==> src/rtl/lfu_pkg.sv <==
// ----------------------------------------------------------------------------
// lfu_pkg: shared types and constants of the LFU cache table
// Entry layout, scan result bundle, operation codes and register constants.
// ----------------------------------------------------------------------------
package lfu_pkg;

	localparam int KEY_W   = 32;
	localparam int VALUE_W = 32;
	localparam int COUNT_W = 32;
	localparam int STAMP_W = 48;
	localparam int USED_W  = 5;
	localparam int CAP_W   = 5;

	localparam logic [COUNT_W-1:0] COUNT_MAX = '1;
	localparam logic [COUNT_W-1:0] COUNT_ONE = COUNT_W'(1);

	// Operation codes carried by the mode field.
	localparam logic MODE_GET = 1'b0;
	localparam logic MODE_PUT = 1'b1;

	// Register index decoded from the configuration address.
	localparam logic REG_CAPACITY = 1'b0;
	localparam logic [CAP_W-1:0] CAPACITY_RESET = CAP_W'(16);

	typedef struct packed {
		logic [KEY_W-1:0]   key;
		logic [VALUE_W-1:0] value;
		logic [COUNT_W-1:0] count;
		logic [STAMP_W-1:0] stamp;
	} entry_t;

	typedef struct packed {
		logic             found;
		entry_t           found_entry;
		logic             best_seen;
		logic [KEY_W-1:0] best_key;
	} scan_res_t;

endpackage

==> src/rtl/lfu_scan.sv <==
// ----------------------------------------------------------------------------
// lfu_scan: key match and victim search over a stream of table entries
// Entries arrive one per cycle from the table memory; the unit keeps the
// matching entry and the entry with the lowest count, oldest stamp first.
// ----------------------------------------------------------------------------
module lfu_scan import lfu_pkg::*; #(
	parameter int SLOT_W = 4
) (
	input  logic              clk,
	input  logic              arst_n,
	input  logic              start,
	input  logic              data_valid,
	input  logic [SLOT_W-1:0] data_idx,
	input  entry_t            data,
	input  logic [KEY_W-1:0]  key,
	output scan_res_t         res,
	output logic [SLOT_W-1:0] found_idx,
	output logic [SLOT_W-1:0] best_idx
);

	logic              found_q;
	logic              best_seen_q;
	logic [SLOT_W-1:0] found_idx_q;
	logic [SLOT_W-1:0] best_idx_q;
	entry_t            found_entry_q;
	entry_t            best_entry_q;
	logic              is_match;
	logic              is_better;

	assign is_match  = !found_q && (data.key == key);
	// Strictly lower, so the lowest slot wins among full ties.
	assign is_better = !best_seen_q ||
		({data.count, data.stamp} < {best_entry_q.count, best_entry_q.stamp});

	always_ff @(posedge clk or negedge arst_n) begin
		if (!arst_n) begin
			found_q     <= 1'b0;
			best_seen_q <= 1'b0;
		end else if (start) begin
			found_q     <= 1'b0;
			best_seen_q <= 1'b0;
		end else if (data_valid) begin
			if (is_match) begin
				found_q <= 1'b1;
			end
			best_seen_q <= 1'b1;
		end
	end

	always_ff @(posedge clk) begin
		if (data_valid && is_match) begin
			found_idx_q   <= data_idx;
			found_entry_q <= data;
		end
		if (data_valid && is_better) begin
			best_idx_q   <= data_idx;
			best_entry_q <= data;
		end
	end

	assign res.found       = found_q;
	assign res.found_entry = found_entry_q;
	assign res.best_seen   = best_seen_q;
	assign res.best_key    = best_entry_q.key;
	assign found_idx       = found_idx_q;
	assign best_idx        = best_idx_q;

endmodule

==> src/rtl/lfu_cache_table.sv <==
// ----------------------------------------------------------------------------
// lfu_cache_table: fully associative key/value cache with LFU replacement
// Get and put requests against a table of ENTRIES slots; evicts the least
// frequently used entry, least recently touched first among equal counts.
// ----------------------------------------------------------------------------
// Usage. A request (mode, key, value) enters on req_valid while req_stall is
// low; mode selects a get (lookup) or a put (insert or update). Each request
// gives exactly one response on rsp_valid: hit, read_value, evicted and
// evicted_key, held steady while rsp_stall is high.
// The single read port of the table memory sets the pace: the scan reads the
// occupied slots one per cycle, and the update state then writes back.
// Requests are handled one at a time; req_stall is high while one is in work.
// The next request is accepted while an earlier response still waits; its
// write-back then waits until that response is taken.
// Reset. Reset empties the table (the occupancy count goes to zero, so no
// slot memory clearing is needed), zeroes the touch clock and sets the
// capacity register to 16. Capacity must be written over the APB port only
// while idle; the user must keep to this, as the block does not enforce it.
// ----------------------------------------------------------------------------
module lfu_cache_table import lfu_pkg::*; #(
	parameter int ENTRIES = 16
) (
	input  logic                clk,
	input  logic                arst_n,
	// Request channel.
	input  logic                req_valid,
	output logic                req_stall,
	input  logic                mode,
	input  logic [KEY_W-1:0]    key,
	input  logic [VALUE_W-1:0]  value,
	// Response channel.
	output logic                rsp_valid,
	input  logic                rsp_stall,
	output logic                hit,
	output logic [VALUE_W-1:0]  read_value,
	output logic                evicted,
	output logic [KEY_W-1:0]    evicted_key,
	// Configuration port.
	input  logic                psel,
	input  logic                penable,
	input  logic                pwrite,
	input  logic [2:0]          paddr,
	input  logic [31:0]         pwdata,
	output logic [31:0]         prdata,
	output logic                pready
);

	localparam int SLOT_W    = (ENTRIES > 1) ? $clog2(ENTRIES) : 1;
	// The occupancy never exceeds the largest capacity the register can hold.
	localparam int CAP_LIMIT = (ENTRIES > 31) ? 31 : ENTRIES;

	typedef enum logic [1:0] {
		ST_IDLE,
		ST_SCAN,
		ST_UPDATE
	} state_t;

	state_t              state_q;
	logic                mode_q;
	logic [KEY_W-1:0]    key_q;
	logic [VALUE_W-1:0]  value_q;
	logic [CAP_W-1:0]    capacity_q;
	logic [USED_W-1:0]   used_q;
	logic [STAMP_W-1:0]  clock_q;
	logic [USED_W-1:0]   rd_cnt_q;
	logic                rd_valid_s1;
	logic [SLOT_W-1:0]   rd_idx_s1;
	entry_t              rd_data_s1;
	entry_t              entry_mem_q [ENTRIES];

	logic                rd_en;
	logic                scan_start;
	logic                scan_done;
	scan_res_t           scan_res;
	logic [SLOT_W-1:0]   found_idx;
	logic [SLOT_W-1:0]   best_idx;
	logic [CAP_W-1:0]    cap_eff;
	logic                cap_zero;
	logic                is_get;
	logic                do_touch;
	logic                do_insert;
	logic                do_evict;
	logic                commit;
	logic                wr_en;
	logic [SLOT_W-1:0]   wr_idx;
	entry_t              wr_entry;
	logic [COUNT_W-1:0]  touched_count;
	logic                cfg_write;

	// ------------------------------------------------------------------
	// Configuration port. Only the capacity register exists; pready is
	// tied high so every access completes in its access cycle.
	// ------------------------------------------------------------------
	assign pready    = 1'b1;
	assign cfg_write = psel && penable && pwrite && pready;

	always_ff @(posedge clk or negedge arst_n) begin
		if (!arst_n) begin
			capacity_q <= CAPACITY_RESET;
		end else if (cfg_write && (paddr[2] == REG_CAPACITY)) begin
			capacity_q <= pwdata[CAP_W-1:0];
		end
	end

	assign prdata = (paddr[2] == REG_CAPACITY) ? 32'(capacity_q) : '0;

	// The usable capacity cannot exceed the number of physical slots.
	assign cap_eff  = (capacity_q > CAP_W'(CAP_LIMIT)) ? CAP_W'(CAP_LIMIT) : capacity_q;
	assign cap_zero = (cap_eff == '0);

	// ------------------------------------------------------------------
	// Table memory. Slots are always filled from index zero upward and an
	// evicted slot is refilled at once, so the occupied slots are exactly
	// 0 .. used_q-1 and the occupancy count stands in for valid bits.
	// Reads happen only in the scan and the single write only in the
	// update state, so the port never sees both on one entry at once.
	// ------------------------------------------------------------------
	assign rd_en      = (state_q == ST_SCAN) && (rd_cnt_q < used_q);
	assign scan_start = (state_q == ST_IDLE) && req_valid;
	// All reads issued and the last one consumed by the scan unit.
	assign scan_done  = (state_q == ST_SCAN) && (rd_cnt_q == used_q) && !rd_valid_s1;

	always_ff @(posedge clk) begin
		if (rd_en) begin
			rd_data_s1 <= entry_mem_q[SLOT_W'(rd_cnt_q)];
		end
		if (wr_en) begin
			entry_mem_q[wr_idx] <= wr_entry;
		end
		rd_idx_s1 <= SLOT_W'(rd_cnt_q);
	end

	always_ff @(posedge clk or negedge arst_n) begin
		if (!arst_n) begin
			rd_valid_s1 <= 1'b0;
		end else begin
			rd_valid_s1 <= rd_en;
		end
	end

	lfu_scan #(
		.SLOT_W (SLOT_W)
	) u_scan (
		.clk        (clk),
		.arst_n     (arst_n),
		.start      (scan_start),
		.data_valid (rd_valid_s1),
		.data_idx   (rd_idx_s1),
		.data       (rd_data_s1),
		.key        (key_q),
		.res        (scan_res),
		.found_idx  (found_idx),
		.best_idx   (best_idx)
	);

	// ------------------------------------------------------------------
	// Update decision. A touch refreshes a present entry; an insert puts
	// a new key either into the victim's slot or into the next free one.
	// Nothing changes for a get miss or for a put with capacity zero.
	// ------------------------------------------------------------------
	assign is_get    = (mode_q == MODE_GET);
	assign do_touch  = scan_res.found && (is_get || !cap_zero);
	assign do_insert = !is_get && !cap_zero && !scan_res.found;
	// A nonzero capacity means a full table holds at least one entry.
	assign do_evict  = do_insert && (used_q >= cap_eff) && scan_res.best_seen;
	// The write-back waits until the response register is free.
	assign commit    = (state_q == ST_UPDATE) && !(rsp_valid && rsp_stall);
	assign wr_en     = commit && (do_touch || do_insert);

	assign touched_count = (scan_res.found_entry.count == COUNT_MAX) ?
		COUNT_MAX : scan_res.found_entry.count + COUNT_ONE;

	always_comb begin
		if (scan_res.found) begin
			wr_idx         = found_idx;
			wr_entry.key   = scan_res.found_entry.key;
			wr_entry.value = is_get ? scan_res.found_entry.value : value_q;
			wr_entry.count = touched_count;
		end else begin
			wr_idx         = do_evict ? best_idx : SLOT_W'(used_q);
			wr_entry.key   = key_q;
			wr_entry.value = value_q;
			wr_entry.count = COUNT_ONE;
		end
		wr_entry.stamp = clock_q;
	end

	// Touch clock and occupancy advance with the write-back.
	always_ff @(posedge clk or negedge arst_n) begin
		if (!arst_n) begin
			clock_q <= '0;
			used_q  <= '0;
		end else if (commit) begin
			if (do_touch || do_insert) begin
				clock_q <= clock_q + STAMP_W'(1);
			end
			if (do_insert && !do_evict) begin
				used_q <= used_q + USED_W'(1);
			end
		end
	end

	// ------------------------------------------------------------------
	// Sequencer with the request capture and the response register.
	// ------------------------------------------------------------------
	always_ff @(posedge clk or negedge arst_n) begin
		if (!arst_n) begin
			state_q     <= ST_IDLE;
			rd_cnt_q    <= '0;
			mode_q      <= MODE_GET;
			key_q       <= '0;
			value_q     <= '0;
			rsp_valid   <= 1'b0;
			hit         <= 1'b0;
			read_value  <= '0;
			evicted     <= 1'b0;
			evicted_key <= '0;
		end else begin
			// A commit refills the response register in the cycle the old
			// response leaves, or while it is empty.
			if (commit) begin
				rsp_valid <= 1'b1;
			end else if (rsp_valid && !rsp_stall) begin
				rsp_valid <= 1'b0;
			end
			case (state_q)
				ST_IDLE: begin
					if (req_valid) begin
						mode_q   <= mode;
						key_q    <= key;
						value_q  <= value;
						rd_cnt_q <= '0;
						state_q  <= ST_SCAN;
					end
				end
				ST_SCAN: begin
					if (rd_en) begin
						rd_cnt_q <= rd_cnt_q + USED_W'(1);
					end
					if (scan_done) begin
						state_q <= ST_UPDATE;
					end
				end
				ST_UPDATE: begin
					if (commit) begin
						hit         <= scan_res.found;
						read_value  <= (is_get && scan_res.found) ?
							scan_res.found_entry.value : '0;
						evicted     <= do_evict;
						evicted_key <= do_evict ? scan_res.best_key : '0;
						state_q     <= ST_IDLE;
					end
				end
				default: begin
					state_q <= ST_IDLE;
				end
			endcase
		end
	end

	assign req_stall = (state_q != ST_IDLE);

	// ------------------------------------------------------------------
	// Assertions.
	// ------------------------------------------------------------------
	a_scan_bound: assert property (@(posedge clk) disable iff (!arst_n)
		(state_q == ST_SCAN) |-> (rd_cnt_q <= used_q))
		else $error("scan read counter ran past the occupancy");

	a_used_step: assert property (@(posedge clk) disable iff (!arst_n)
		!$stable(used_q) |-> (used_q == $past(used_q) + USED_W'(1)))
		else $error("occupancy changed by other than one insert");

	a_write_in_update: assert property (@(posedge clk) disable iff (!arst_n)
		wr_en |-> (state_q == ST_UPDATE) && !rd_en)
		else $error("table write outside the update cycle");

	a_evict_is_miss: assert property (@(posedge clk) disable iff (!arst_n)
		(rsp_valid && evicted) |-> (!hit && (read_value == '0)))
		else $error("eviction reported on a hit or with read data");

endmodule

==> config.mk <==
export PLATFORM = sky130hd
export DESIGN_NAME = lfu_cache_table
export DESIGN_NICKNAME = d
export VERILOG_FILES = /design/src/rtl/lfu_pkg.sv /design/src/rtl/lfu_scan.sv /design/src/rtl/lfu_cache_table.sv
export SDC_FILE = /design/constraint.sdc
export NUM_CORES = 2
export LEC_CHECK = 0
export BUFFER_PORTS_ARGS = -buffer_cell sky130_fd_sc_hd__buf_2
export CAP_MARGIN = 10
export CORE_ASPECT_RATIO = 1.25
export CORE_UTILIZATION = 28
export CTS_CLUSTER_DIAMETER = 50
export DETAILED_ROUTE_END_ITERATION = 8
export SYNTH_ARGS = -nofsm -noshare
export SYNTH_HDL_FRONTEND = slang
export SYNTH_SLANG_ARGS = --single-unit
==> constraint.sdc <==
create_clock -name clk -period 32.4 [get_ports clk]
set_input_delay 6.48 -clock clk [delete_from_list [all_inputs] [get_ports clk]]
set_output_delay 6.48 -clock clk [all_outputs]
set_load 0.02 [all_outputs]
==> metrics.yaml <==
routedWlPerCell_microns: 23.5
die_area_sq_um: 393000
path_max_fanout: 6
antenna_found_initial: 9
synth.cell_area_sq_um: 109000
fin_tns_setup_ps: 0
synth_area_leader_cell: "edfxtp_1"
overflow: 0
htree_levels: 5
maxCapViolCount: 0
dieWidth_microns: 561
gp_congestion: 0.732
grt.met3_usage_pct: 1.74
clk_pin_slew_ps: 60
initial_core_util_pct: 28.1
antenna_left: 0
synth_top_area_share_pct: 73.2
drc: 0
worstMarginPinSlew_ps: 1220
p_leak_nw: 40.2
synth_warnings: 0
clk_latency_ps: 930
synth_area_per_cell_sq_um: 22.3
post_cts_resized: 0
core_sq_um: 389000
fp-row-count: 256
grt_use_total_pct: 12.6
synth-edff-count: 2664
startpoint: "paddr[2]"
cp.arrival_ps: 6890
place_hpwl_mm: 134
finClkSkew_ps: 66.1
max-vdd-ir-drop_uv: 146
dr.pass1.iters: 7
grt_pass1_vias: 53500
postCtsSetupRepairBufs: 0
period_share_pct: 41.3
cts_hold_buf: 0
end_kind: "primary output"
dp_cells: 10100
hp-start: "rd_data_s1[92]$_DFFE_PP_"
numCtsBuffers: 311
crit_required_ps: 25920
startpoint_type: "input port"
cts_tree: "built"
finish.net_count: 5476
setup_viol: 0
fmax_mhz: 74.8
die_h_microns: 701
cts_root_buffer: "clkbuf_16"
top_usage_layer: "met2"
synth_ff_type: "edfxtp_1"
netlist_top_cells_area: "edfxtp_1 73%, mux4_2 15%, dfrtp_1 4.6%, mux2_2 1.1%, ha_1 1.1%"
p_per_area_nw_per_um2: 86.8
clockBufferDepth: 4
max-slew-margin-rel_pct: 18.3
vias_per_cell: 4.69
synth.yosys.seq_area_share_pct: 77.8
period_needed_ps: 13370
clock-sinks: 2868
drv_slew: 0
vias: 50200
netlist_instances: 4910
ys_seq_elements: 2868
use_met1_pct: 16.5
grt_first_pass_wirelength_mm: 368
layout-drive-gt1-share_pct: 28.5
use_met2_pct: 22.2
stdcell_count: 10700
drtIter0Drc: 4640
hold_violations: 0
crit_type: "input port to primary output"
ys_types: 66
syn2layout_area_growth_pct: 16.1
grt_max_degree: 133
rsz0062_at_grt: "false"
async_flop_share_pct: 6.97
numPortBuffers: 150
wl_mm: 251
r2r_start: "capacity_q[4]$_DFFE_PN1P_"
status: "finished clean"
io_pins: 208
hold_class: "flop to flop"
## routing by layer
layer | part of all wire, % | wire [microns]
met5 | 0 | 0
met4 | 2.0 | 4920
met3 | 5.3 | 13300
met2 | 51 | 129000
met1 | 42 | 105000
## cell families after synthesis
kind of cell / after synthesis / share of synthesized area [%]
other cells: 2 / 0.00687
xor+xnor: 111 / 0.889
fa+ha+maj: 93 / 1.06
buf+inv: 334 / 1.27
compound gates: 187 / 0.993
simple gates: 490 / 2.05
mux: 825 / 15.9
flops: 2868 / 77.8
## synthesized netlist by cell type, types with 3 or more instances
library cell	instances
a211oi_1	6
a21o_1	6
a21oi_1	56
a31oi_1	7
and3_1	12
and4_1	7
buf_1	58
buf_4	28
buf_6	3
clkbuf_1	141
dfrtp_1	199
dfxtp_1	4
edfxtp_1	2664
ha_1	93
inv_1	101
mux2_2	104
mux4_2	720
nand2_1	261
nand2b_1	4
nand3_1	41
nand4_1	39
nor2_1	66
nor2b_1	7
nor3_1	14
nor4_1	9
o211ai_1	4
o21a_1	3
o21ai_0	87
or2_2	4
or4_1	4
xnor2_1	71
xor2_1	40
## flip-flops by register name, summed over array words and instances (netlist names), 5 cells and up
register             count
u_scan.res             128
key_q                   32
entry_mem_q           2304
used_q                   5
rd_cnt_q                 5
value_q                 32
clock_q                 48
u_scan.best_entry_q     80
read_value              32
capacity_q               5
rd_data_s1             144
evicted_key             32
## power by group
| group | leakage (nW) | internal (mW) | switching (mW) | total (mW) |
|---|---|---|---|---|
| combinational | 8.82 | 1.10 | 1.43 | 2.53 |
| sequential | 26.4 | 4.72 | 0.257 | 4.98 |
| clock | 4.89 | 2.03 | 1.48 | 3.51 |
| total | 40.2 | 7.85 | 3.16 | 11.0 |
## final timing paths
kind,endpoint,slack [ps],depth (start not counted)
max reg2reg,entry_mem_q[10][36]$_DFFE_PP_,26690,11
max,prdata[1],19030,3
min in group asynchronous,value_q[3]$_DFFE_PN0P_,5490,1
max in group asynchronous,key_q[17]$_DFFE_PN0P_,24760,3
min,u_scan.res[125]$_DFFE_PP_,410,0
min reg2reg,u_scan.res[125]$_DFFE_PP_,410,0
## worst max-delay path, stage by stage
cell and delay (ps):
buf_2 130, nor2b_1 110, buf_2 170
## cell usage in the layout, fill, tap and decap left out, types with 71 or more instances in the layout
cell       count
edfxtp_1    2664
mux4_2       720
clkbuf_16    315
nand2_1      261
dfrtp_1      194
buf_2        149
mux2_2       104
inv_1        101
buf_4         99
ha_1          93
o21ai_0       86
clkbuf_1      75
xnor2_1       71
## per-stage QoR
| stage | setup WS (ps) | power, mW | cell area [sq um] | utilization (%) | hold slack, ps |
|---|---|---|---|---|---|
| floorplan | 18070 | 6.82 | 109000 | - | 388 |
| global placement | 19040 | 7.59 | 117000 | 30.0 | 401 |
| detailed placement | 19010 | 7.64 | 117000 | 30.0 | 405 |
| CTS | 19010 | 11.2 | 127000 | 32.6 | 418 |
| global route | 18980 | 11.5 | 127000 | 32.6 | 421 |
| finish | 19030 | 11.0 | 127000 | 32.6 | 412 |
## layout make-up
type,count,area [sq um]
diodes,1,2.50
fillers,36600,262000
clock buffers,408,8410
clock inverters,153,1730
flip-flops and latches,2868,85100
multi-input cells,1734,23200
inverters,102,383
well taps,5160,6460
repair buffers,259,1700
Power figures use the tool's default switching activity.
